**config.mk**
```make
export PLATFORM = sky130hd
export DESIGN_NAME = line_pixel_generator_top
export DESIGN_NICKNAME = d
export VERILOG_FILES = /design/src/hw/rtl/lpg_pkg.sv /design/src/hw/rtl/lpg_front.sv /design/src/hw/rtl/lpg_cmd_fifo.sv /design/src/hw/rtl/lpg_back.sv /design/src/hw/rtl/line_pixel_generator_top.sv
export SDC_FILE = /design/constraint.sdc
export NUM_CORES = 1
export LEC_CHECK = 0
export ABC_CLOCK_PERIOD_IN_PS = 14700
export BUFFER_PORTS_ARGS = -buffer_cell sky130_fd_sc_hd__buf_4
export CORE_UTILIZATION = 50
export CTS_CLUSTER_DIAMETER = 80
export DETAILED_ROUTE_END_ITERATION = 10
export PLACE_DENSITY_LB_ADDON = 0.15
export SYNTH_ARGS = -nofsm -noshare
export SYNTH_HDL_FRONTEND = slang
export SYNTH_SLANG_ARGS = --single-unit
```
**constraint.sdc**
```tcl
create_clock -name clk -period 14.7 [get_ports clk]
set_clock_uncertainty 0.2 [all_clocks]
set_input_delay 2.205 -clock clk [delete_from_list [all_inputs] [get_ports clk]]
set_output_delay 2.205 -clock clk [all_outputs]
set_load 0.02 [all_outputs]
```
**src/hw/rtl/lpg_pkg.sv**
```systemverilog
// Shared types and constants for the line pixel generator.
// No dependencies; imported by every module of the block.
`timescale 1ns / 1ps

package lpg_pkg;

  localparam int PIX_W        = 6;
  localparam int COLOR_W      = 24;
  localparam int COORD_BITS_D = 6;
  localparam int CMD_DEPTH_D  = 2;

  typedef struct packed {
    logic [PIX_W-1:0]   start_x;
    logic [PIX_W-1:0]   start_y;
    logic [PIX_W-1:0]   end_x;
    logic [PIX_W-1:0]   end_y;
    logic [COLOR_W-1:0] pen_color;
  } lpg_in_t;

  typedef struct packed {
    logic [PIX_W-1:0]   pixel_x;
    logic [PIX_W-1:0]   pixel_y;
    logic [COLOR_W-1:0] pixel_color;
    logic               last_pixel;
  } lpg_out_t;

  typedef struct packed {
    logic [PIX_W-1:0]   maj_start;
    logic [PIX_W-1:0]   maj_end;
    logic [PIX_W-1:0]   min_start;
    logic [PIX_W-1:0]   dx;
    logic [PIX_W-1:0]   dy;
    logic               step_up;
    logic               steep;
    logic [COLOR_W-1:0] color;
  } lpg_cmd_t;

  typedef struct packed {
    logic busy;
    logic cmd_pop;
  } lpg_seq_stat_t;

endpackage

```
**src/hw/rtl/lpg_front.sv**
```systemverilog
// Segment classifier: orders endpoints along the major axis and derives step terms.
// Depends on lpg_pkg.
`timescale 1ns / 1ps

module lpg_front import lpg_pkg::*; #(
  parameter int COORD_BITS = COORD_BITS_D
) (
  input  lpg_in_t  seg_i,
  output lpg_cmd_t cmd_o
);

  logic [COORD_BITS-1:0] ax, ay, bx, by;
  logic [COORD_BITS-1:0] adx, ady;
  logic                  steep;
  logic [COORD_BITS-1:0] p0, q0, p1, q1;
  logic                  swap;
  logic [COORD_BITS-1:0] maj0, maj1, min0, min1;
  logic [COORD_BITS-1:0] dx, dy;

  always_comb begin
    ax    = seg_i.start_x[COORD_BITS-1:0];
    ay    = seg_i.start_y[COORD_BITS-1:0];
    bx    = seg_i.end_x[COORD_BITS-1:0];
    by    = seg_i.end_y[COORD_BITS-1:0];
    adx   = (ax >= bx) ? (ax - bx) : (bx - ax);
    ady   = (ay >= by) ? (ay - by) : (by - ay);
    steep = adx < ady;
    p0    = steep ? ay : ax;
    q0    = steep ? ax : ay;
    p1    = steep ? by : bx;
    q1    = steep ? bx : by;
    swap  = p0 > p1;
    maj0  = swap ? p1 : p0;
    maj1  = swap ? p0 : p1;
    min0  = swap ? q1 : q0;
    min1  = swap ? q0 : q1;
    dx    = maj1 - maj0;
    dy    = (min1 >= min0) ? (min1 - min0) : (min0 - min1);

    cmd_o.maj_start = PIX_W'(maj0);
    cmd_o.maj_end   = PIX_W'(maj1);
    cmd_o.min_start = PIX_W'(min0);
    cmd_o.dx        = PIX_W'(dx);
    cmd_o.dy        = PIX_W'(dy);
    cmd_o.step_up   = min1 > min0;
    cmd_o.steep     = steep;
    cmd_o.color     = seg_i.pen_color;
  end

endmodule

```
**src/hw/rtl/lpg_cmd_fifo.sv**
```systemverilog
// Short command queue between the classifier and the stepper.
// Depends on lpg_pkg; DEPTH of two or more.
`timescale 1ns / 1ps

module lpg_cmd_fifo import lpg_pkg::*; #(
  parameter int DEPTH = CMD_DEPTH_D
) (
  input  logic     clk,
  input  logic     rst_n,
  input  logic     wr_en_i,
  input  lpg_cmd_t wr_data_i,
  input  logic     rd_en_i,
  output lpg_cmd_t rd_data_o,
  output logic     full_o,
  output logic     empty_o
);

  localparam int AW = $clog2(DEPTH);
  localparam int CW = $clog2(DEPTH + 1);

  lpg_cmd_t        mem_r [DEPTH];
  logic [AW-1:0]   wr_ptr_r, wr_ptr_nxt;
  logic [AW-1:0]   rd_ptr_r, rd_ptr_nxt;
  logic [CW-1:0]   count_r, count_nxt;
  logic            do_wr, do_rd;

  assign full_o    = count_r == CW'(DEPTH);
  assign empty_o   = count_r == '0;
  assign rd_data_o = mem_r[rd_ptr_r];
  assign do_wr     = wr_en_i && !full_o;
  assign do_rd     = rd_en_i && !empty_o;

  always_comb begin
    wr_ptr_nxt = wr_ptr_r;
    rd_ptr_nxt = rd_ptr_r;
    count_nxt  = count_r;
    if (do_wr) begin
      wr_ptr_nxt = (wr_ptr_r == AW'(DEPTH - 1)) ? '0 : wr_ptr_r + 1'b1;
    end
    if (do_rd) begin
      rd_ptr_nxt = (rd_ptr_r == AW'(DEPTH - 1)) ? '0 : rd_ptr_r + 1'b1;
    end
    if (do_wr && !do_rd) begin
      count_nxt = count_r + 1'b1;
    end else if (do_rd && !do_wr) begin
      count_nxt = count_r - 1'b1;
    end
  end

  always_ff @(posedge clk) begin
    if (!rst_n) begin
      wr_ptr_r <= '0;
      rd_ptr_r <= '0;
      count_r  <= '0;
    end else begin
      wr_ptr_r <= wr_ptr_nxt;
      rd_ptr_r <= rd_ptr_nxt;
      count_r  <= count_nxt;
    end
  end

  always_ff @(posedge clk) begin
    if (do_wr) begin
      mem_r[wr_ptr_r] <= wr_data_i;
    end
  end

endmodule

```
**src/hw/rtl/lpg_back.sv**
```systemverilog
// Bresenham stepper: walks one queued segment into an output register, one pixel per cycle
// while the output register is empty or popped. Depends on lpg_pkg.
`timescale 1ns / 1ps

module lpg_back import lpg_pkg::*; #(
  parameter int COORD_BITS = COORD_BITS_D
) (
  input  logic          clk,
  input  logic          rst_n,
  input  logic          cmd_valid_i,
  input  lpg_cmd_t      cmd_i,
  output lpg_seq_stat_t stat_o,
  input  logic          pop_i,
  output logic          empty_o,
  output lpg_out_t      pix_o
);

  localparam int EW = COORD_BITS + 3;

  logic                  busy_r, busy_nxt;
  logic                  out_valid_r, out_valid_nxt;
  logic [COORD_BITS-1:0] major_r, major_nxt;
  logic [COORD_BITS-1:0] end_r, end_nxt;
  logic [COORD_BITS-1:0] minor_r, minor_nxt;
  logic [COORD_BITS-1:0] dx_r, dx_nxt;
  logic [COORD_BITS-1:0] dy_r, dy_nxt;
  logic signed [EW-1:0]  err_r, err_nxt;
  logic                  step_up_r, step_up_nxt;
  logic                  steep_r, steep_nxt;
  logic [COLOR_W-1:0]    color_r, color_nxt;
  lpg_out_t              pix_r, pix_nxt;

  logic                  advance, cmd_pop, last;
  logic signed [EW-1:0]  err_sum;

  assign advance        = !out_valid_r || pop_i;
  assign cmd_pop        = !busy_r && cmd_valid_i;
  assign last           = major_r == end_r;
  assign err_sum        = err_r + $signed({2'b00, dy_r, 1'b0});
  assign stat_o.busy    = busy_r;
  assign stat_o.cmd_pop = cmd_pop;
  assign empty_o        = !out_valid_r;
  assign pix_o          = pix_r;

  always_comb begin
    busy_nxt      = busy_r;
    out_valid_nxt = out_valid_r;
    major_nxt     = major_r;
    end_nxt       = end_r;
    minor_nxt     = minor_r;
    dx_nxt        = dx_r;
    dy_nxt        = dy_r;
    err_nxt       = err_r;
    step_up_nxt   = step_up_r;
    steep_nxt     = steep_r;
    color_nxt     = color_r;
    pix_nxt       = pix_r;

    if (cmd_pop) begin
      busy_nxt    = 1'b1;
      major_nxt   = cmd_i.maj_start[COORD_BITS-1:0];
      end_nxt     = cmd_i.maj_end[COORD_BITS-1:0];
      minor_nxt   = cmd_i.min_start[COORD_BITS-1:0];
      dx_nxt      = cmd_i.dx[COORD_BITS-1:0];
      dy_nxt      = cmd_i.dy[COORD_BITS-1:0];
      err_nxt     = '0;
      step_up_nxt = cmd_i.step_up;
      steep_nxt   = cmd_i.steep;
      color_nxt   = cmd_i.color;
    end

    if (busy_r && advance) begin
      out_valid_nxt       = 1'b1;
      pix_nxt.pixel_x     = PIX_W'(steep_r ? minor_r : major_r);
      pix_nxt.pixel_y     = PIX_W'(steep_r ? major_r : minor_r);
      pix_nxt.pixel_color = color_r;
      pix_nxt.last_pixel  = last;
      if (last) begin
        busy_nxt = 1'b0;
      end else begin
        major_nxt = major_r + 1'b1;
        if (err_sum > $signed({3'b000, dx_r})) begin
          minor_nxt = step_up_r ? minor_r + 1'b1 : minor_r - 1'b1;
          err_nxt   = err_sum - $signed({2'b00, dx_r, 1'b0});
        end else begin
          err_nxt = err_sum;
        end
      end
    end else if (pop_i) begin
      out_valid_nxt = 1'b0;
    end
  end

  always_ff @(posedge clk) begin
    if (!rst_n) begin
      busy_r      <= 1'b0;
      out_valid_r <= 1'b0;
    end else begin
      busy_r      <= busy_nxt;
      out_valid_r <= out_valid_nxt;
    end
  end

  always_ff @(posedge clk) begin
    major_r   <= major_nxt;
    end_r     <= end_nxt;
    minor_r   <= minor_nxt;
    dx_r      <= dx_nxt;
    dy_r      <= dy_nxt;
    err_r     <= err_nxt;
    step_up_r <= step_up_nxt;
    steep_r   <= steep_nxt;
    color_r   <= color_nxt;
    pix_r     <= pix_nxt;
  end

endmodule

```
**src/hw/rtl/line_pixel_generator_top.sv**
```systemverilog
// Line pixel generator: one segment in, its Bresenham pixel run out, one pixel per cycle
// while pop is high. With queue empty and stepper idle, the first pixel passes the queue,
// the stepper registers and out_data. A segment gives N = major-axis length + 1 pixels, up to
// 2^COORD_BITS; the single stepper in lpg_back loads a new segment only when idle.
// Reset (synchronous, rst_n low) empties the command queue and the output register.
// Depends on lpg_pkg, lpg_front, lpg_cmd_fifo, lpg_back.
`timescale 1ns / 1ps

module line_pixel_generator_top import lpg_pkg::*; #(
  parameter int COORD_BITS = COORD_BITS_D,
  parameter int CMD_DEPTH  = CMD_DEPTH_D
) (
  input  logic     clk,
  input  logic     rst_n,
  input  logic     push,
  output logic     full,
  input  lpg_in_t  in_data,
  input  logic     pop,
  output logic     empty,
  output lpg_out_t out_data
);

  lpg_cmd_t      front_cmd, queue_cmd;
  logic          cmd_full, cmd_empty;
  lpg_seq_stat_t seq_stat;

  assign full = cmd_full;

  lpg_front #(
    .COORD_BITS(COORD_BITS)
  ) u_front (
    .seg_i(in_data),
    .cmd_o(front_cmd)
  );

  lpg_cmd_fifo #(
    .DEPTH(CMD_DEPTH)
  ) u_queue (
    .clk      (clk),
    .rst_n    (rst_n),
    .wr_en_i  (push),
    .wr_data_i(front_cmd),
    .rd_en_i  (seq_stat.cmd_pop),
    .rd_data_o(queue_cmd),
    .full_o   (cmd_full),
    .empty_o  (cmd_empty)
  );

  lpg_back #(
    .COORD_BITS(COORD_BITS)
  ) u_back (
    .clk        (clk),
    .rst_n      (rst_n),
    .cmd_valid_i(!cmd_empty),
    .cmd_i      (queue_cmd),
    .stat_o     (seq_stat),
    .pop_i      (pop),
    .empty_o    (empty),
    .pix_o      (out_data)
  );

  a_full_not_empty: assert property (@(posedge clk) disable iff (!rst_n)
    cmd_full |-> !cmd_empty)
    else $error("command queue flags full and empty together");

  a_pop_has_cmd: assert property (@(posedge clk) disable iff (!rst_n)
    seq_stat.cmd_pop |-> (!cmd_empty && !seq_stat.busy))
    else $error("stepper loads a command while busy or with an empty queue");

  a_push_lands: assert property (@(posedge clk) disable iff (!rst_n)
    (push && !full && cmd_empty) |=> !cmd_empty)
    else $error("segment transfer did not reach the command queue");

  a_load_busy: assert property (@(posedge clk) disable iff (!rst_n)
    seq_stat.cmd_pop |=> seq_stat.busy)
    else $error("stepper idle after loading a command");

endmodule

```
Word-level counts from Yosys, hierarchy flattened --
Memory sizes are Yosys's and may differ from the RTL's. A register that Yosys moved wholly into a read port is not among the register bits. Cells that the tools add are included.
Word-level totals: register bits after elaboration 108, memory bits (writable) 112, input bits 52, output and inout port bits 39, memories 1
Memories:
- u_queue.mem_r | depth 2, width 56, rd ports 1, clocked after memory_dff 1, write ports 1, line lpg_cmd_fifo.sv:21 | lpg_cmd_t mem_r [DEPTH];
Operators by class: add/sub/neg operators 16, order comparisons 7, eq/ne operators 2, mux-type cells 38, reduce and logical (&&, ||, !) cells 16
Operator list (number):
- 6-bit 2-to-1 mux | 21
- 6-bit subtractor | 7
- 9-bit 2-to-1 mux | 4
- 6-bit greater-or-equal comparator | 3
- 6-bit by 1-bit adder with 6-bit output, second input constant | 2
- 6-bit > comparator | 2
- 1-bit 2-to-1 mux | 11
- 9-bit by 8-bit adder with 9-bit output | 1
- 9-bit by 7-bit > comparator with 1-bit output | 1
- 9-bit by 8-bit subtractor with 9-bit output | 1
- 6-bit == test | 1
- 1-bit logical AND | 6
- 1-bit zero test | 6
- 6-bit < comparator | 1
- 6-bit by 1-bit subtractor with 6-bit output, second input constant | 1
- 2-bit 2-to-1 mux | 2
- 2-bit nonzero test | 2
- 1-bit adder, second input constant | 2
- 2-bit by 1-bit adder with 2-bit output, second input constant | 1
- 2-bit == test, second input constant | 1
- 2-bit zero test | 1
- 2-bit by 1-bit subtractor with 2-bit output, second input constant | 1
- 1-bit logical OR | 1

Logic depth before layout (Yosys ltp) --
depth in word-level cells 8, gate-level depth with buffers 48, gate-level depth less buffers 44

Modules after synthesis --
A second synthesis with hierarchy kept.
Second synthesis, totals: cells, all modules 954, area, all modules 11787.6 µm²
Modules (own cells, without submodules):
- lpg_back | instances 1, cells an instance 335, area an instance 4563.1 µm²
- lpg_cmd_fifo | instances 1, cells an instance 199, area an instance 4267.8 µm²
- lpg_front | instances 1, cells an instance 419, area an instance 2952.8 µm²
- line_pixel_generator_top | instances 1, cells an instance 1, area an instance 3.8 µm²

Worst setup path after synthesis --
Ideal clock, no wire load.
kind input-to-reg, start point input port in_data[36] (netlist name), end point memory u_queue.mem_r[0][31] (netlist name), data pin, arrival time 10.956 ns, data required time 14.237 ns, setup slack 3.281 ns, stages 44, cells stage by stage inv_1 -> ha_1 -> inv_1 -> fa_1 -> a21o_1 -> a21oi_1 -> nand2_1 -> a21o_1 -> a21oi_2 -> mux2_2 -> a21oi_1 -> o21ai_0 -> a41oi_1 -> xor2_1 -> ha_1 -> nand4_1 -> o21ai_2 -> clkbuf_1 -> (+8 left out) -> mux2_4 -> a21o_1 -> nand2_1 -> buf_2 -> buf_2 -> a21oi_1 -> mux2i_1 -> inv_1 -> fa_1 -> a21o_1 -> a221oi_2 -> mux2i_1 -> a221oi_1 -> o21a_1 -> nor2b_1 -> o21ai_0 -> nand2_1 -> xor2_1
RTL lines:
- from (decl) | line line_pixel_generator_top.sv:17 | input lpg_in_t in_data,
- to (decl) | line lpg_cmd_fifo.sv:21

==> results.toml <==
[status]
outcome = "complete, no violations"

[clock_network]
ctsResizeCount = 0
cts-htree-levels = 1
post_cts_buffers = 0
insertion_delay_ps = 510
cts_buffer_depth = 3
postCtsHoldBufs = 0
cts_tree = "yes"
cts-buffers-inserted = 25
clkTransAtPathRegs_ps = 60
cts_root_buf = "clkbuf_16"
cts_sinks = 221

[worst_hold_path]
holdPathStages = 0
hold_class = "reg -> reg"
hold_start = "u_back.color_r[19]"
min_to = "u_back.pix_o[20]"

[grt]
grt_max_degree = 58
grt-ovfl-total = 0
grt_pass1_vias = 6801
grt_pass1_wl_mm = 35.5
grt_usage = 0.201
antenna_found_initial = 0

[critical_path]
reg2reg_from = "u_back.dy_r[0]"
path_max_fanout = 31
crit_arrival_ps = 12090
crit_slowest_cell = "o21ai_2"
crit_family = "compound AO/OA/AOI/OAI gates"
startpoint_type = "primary input"
reg2reg_slack_ps = 10960
cp_slowest_stage_delay_ps = 770
critical_path_class = "in -> reg"
reg2reg_to = "u_back.minor_r[5]"
path_buf_inv = 6
end_kind = "flip-flop"
reg2reg_depth = 13
cp.required_ps = 14740

[drt]
viasPerCell = 5.44
routed_wl_mm = 22.5
drc = 0
firstDrtPassIters = 5
num_vias = 6873
drtAntennaViolNets = 0
drt-initial-drc-count = 347
wl_per_cell_um = 17.8

[timing]
max_freq_mhz = 83.0
slew_headroom = 0.337
rsz0062_at_grt = "false"
period_needed_ps = 12050
finalSetupViolations = 0
drv_slew = 0
tightest_slew_ps = 992
hold_viol_final = 0
post-route-period-util = 0.819
finalSetupTns_ps = 0

[logic_synthesis]
yosysWarnings = 0
ys_seq_area_frac = 0.571
synth-seq-cells = 221
synth_area_leaders = "edfxtp_1 (52%), ha_1 (7.5%), mux2_2 (6.5%)"
syn_nets = 993
ys.flop_type = "edfxtp_1"
syn_area_um2 = 11100
synth_cell_types = 56
async_flop_share = 0
syn_area_per_cell_um2 = 12.9
synth_edf_count = 194
syn_inst = 865
synth_area_leader_cell = "edfxtp_1"
synth.top_cell.area_share = 0.523

[die]
io_pins = 91
fp.dieW_um = 151
die_h_um = 151
initial_core_util = 0.511
fp-row-count = 54
core_area_um2 = 21800
fp.dieArea_um2 = 22900

[final_layout]
num-fill-cells = 1758
area_delta_synth_final_pct = 16.1
fin_nets = 1092
diodes = 0
final_area_um2 = 12900
drive_above_1_share = 0.219

[run]
drv_cap = 0

[placement]
place_hpwl_mm = 15.7
dpl_cell_area_um2 = 12100
portBuffers = 90
place_congestion = 0.909
synthesized netlist by cell type, types with 2 or more instances:
cell type  instances
a41oi_1            2
maj3_1             2
dfxtp_1           27
a32oi_1            2
nor3_1             7
nand2b_1           4
clkbuf_1          17
o21ai_0           32
and2_1             6
nand2_1           33
mux2i_1           51
a221o_1            2
o311ai_0           2
a21boi_0           4
o21bai_1           3
fa_1               9
buf_2              4
mux2_2            64
edfxtp_1         194
xnor2_1           24
and4_1             3
ha_1              67
or3_1              4
nor2_1            56
a21o_1            20
a21oi_2            3
nor2b_1           12
o211ai_1           3
nand4_1            5
a21oi_1           58
nand3_1           13
buf_1              5
a211oi_1           5
a221oi_1           3
a31oi_1            7
inv_1             66
xor2_1            16
or2_2              2
a221oi_2           3
o21a_1             8
o221ai_1           2
sequential cells by signal (all words and copies together) (netlist names), named ones only:
signal              cells
u_back.busy_r           1
u_queue.mem_r         112
u_back.pix_o           37
u_back.err_r            9
u_back.end_r            6
u_back.major_r          6
u_back.dy_r             6
u_back.steep_r          1
u_queue.rd_ptr_r        1
u_back.step_up_r        1
u_queue.wr_ptr_r        1
u_back.color_r         24
u_queue.count_r         2
u_back.dx_r             6
u_back.out_valid_r      1
u_back.minor_r          6
layout make-up:
cell class	count	area, um^2	area share
clock inverter	17	150	0.0116
sequential	221	6370	0.492
inverter	68	255	0.0197
timing repair buffer	98	736	0.0569
multi-input combinational	550	4440	0.343
tap	280	350	0.0271
clock buffer	29	641	0.0495
how the worst max path moves through the flow:
stage | endpoint | startpoint | cells past startpoint | slack [ps]
after floorplan | u_queue.mem_r[0][31] | in_data[36] | 44 | 3280
after global placement | u_queue.mem_r[0][31] | in_data[36] | 42 | 2410
after detailed placement | u_queue.mem_r[0][31] | in_data[36] | 42 | 2220
after CTS | u_queue.mem_r[1][31] | in_data[36] | 42 | 2720
after global routing | u_queue.mem_r[1][31] | in_data[42] | 42 | 1860
final | u_queue.mem_r[1][31] | in_data[36] | 42 | 2650
routing by layer:
| layer | global-route usage | vias up | share of wire |
|---|---|---|---|
| met5 | 0 | - | 0 |
| met4 | 0.0555 | 0 | 0.020 |
| met3 | 0.0298 | 32 | 0.046 |
| met2 | 0.337 | 155 | 0.48 |
| met1 | 0.271 | 3308 | 0.45 |
| li1 | - | 3378 | - |
per-stage QoR:
stage	hold slack, ps	setup slack, ps	cells	util
4_1_cts	216	2720	1263	0.593
3_5_place_dp	205	2220	1217	0.557
5_1_grt	226	1860	1263	0.593
2_1_floorplan	200	3280	865	-
3_3_place_gp	202	2410	1217	0.557
6_report	213	2650	1263	0.593
logic make-up after synthesis:
logic type / after synthesis / synth area share
AND/OR/NAND/NOR: 149 / 0.0624
XOR/XNOR: 40 / 0.0314
buffers and inverters: 94 / 0.0321
AO/OA/AOI/OAI: 167 / 0.0981
adder cells (fa/ha/maj): 78 / 0.0932
flip-flops: 221 / 0.571
multiplexers: 116 / 0.112
layout by cell type (no fill, tap or decap), types with 5 or more instances in the layout:
master	synthesis	final
a211oi_1	5	5
a21o_1	20	20
a21oi_1	58	58
a31oi_1	7	7
and2_1	6	6
buf_4	0	98
clkbuf_16	0	25
clkinv_1	1	9
dfxtp_1	27	26
edfxtp_1	194	194
fa_1	9	9
ha_1	67	67
inv_1	66	66
mux2_2	64	64
mux2i_1	51	51
nand2_1	33	33
nand3_1	13	13
nand4_1	5	5
nor2_1	56	55
nor2b_1	12	11
nor3_1	7	7
o21a_1	8	8
o21ai_0	32	32
xnor2_1	24	24
xor2_1	16	16
Power is not shown: default switching activity piles up to over one toggle a cycle in this logic, so the estimate is an artifact.
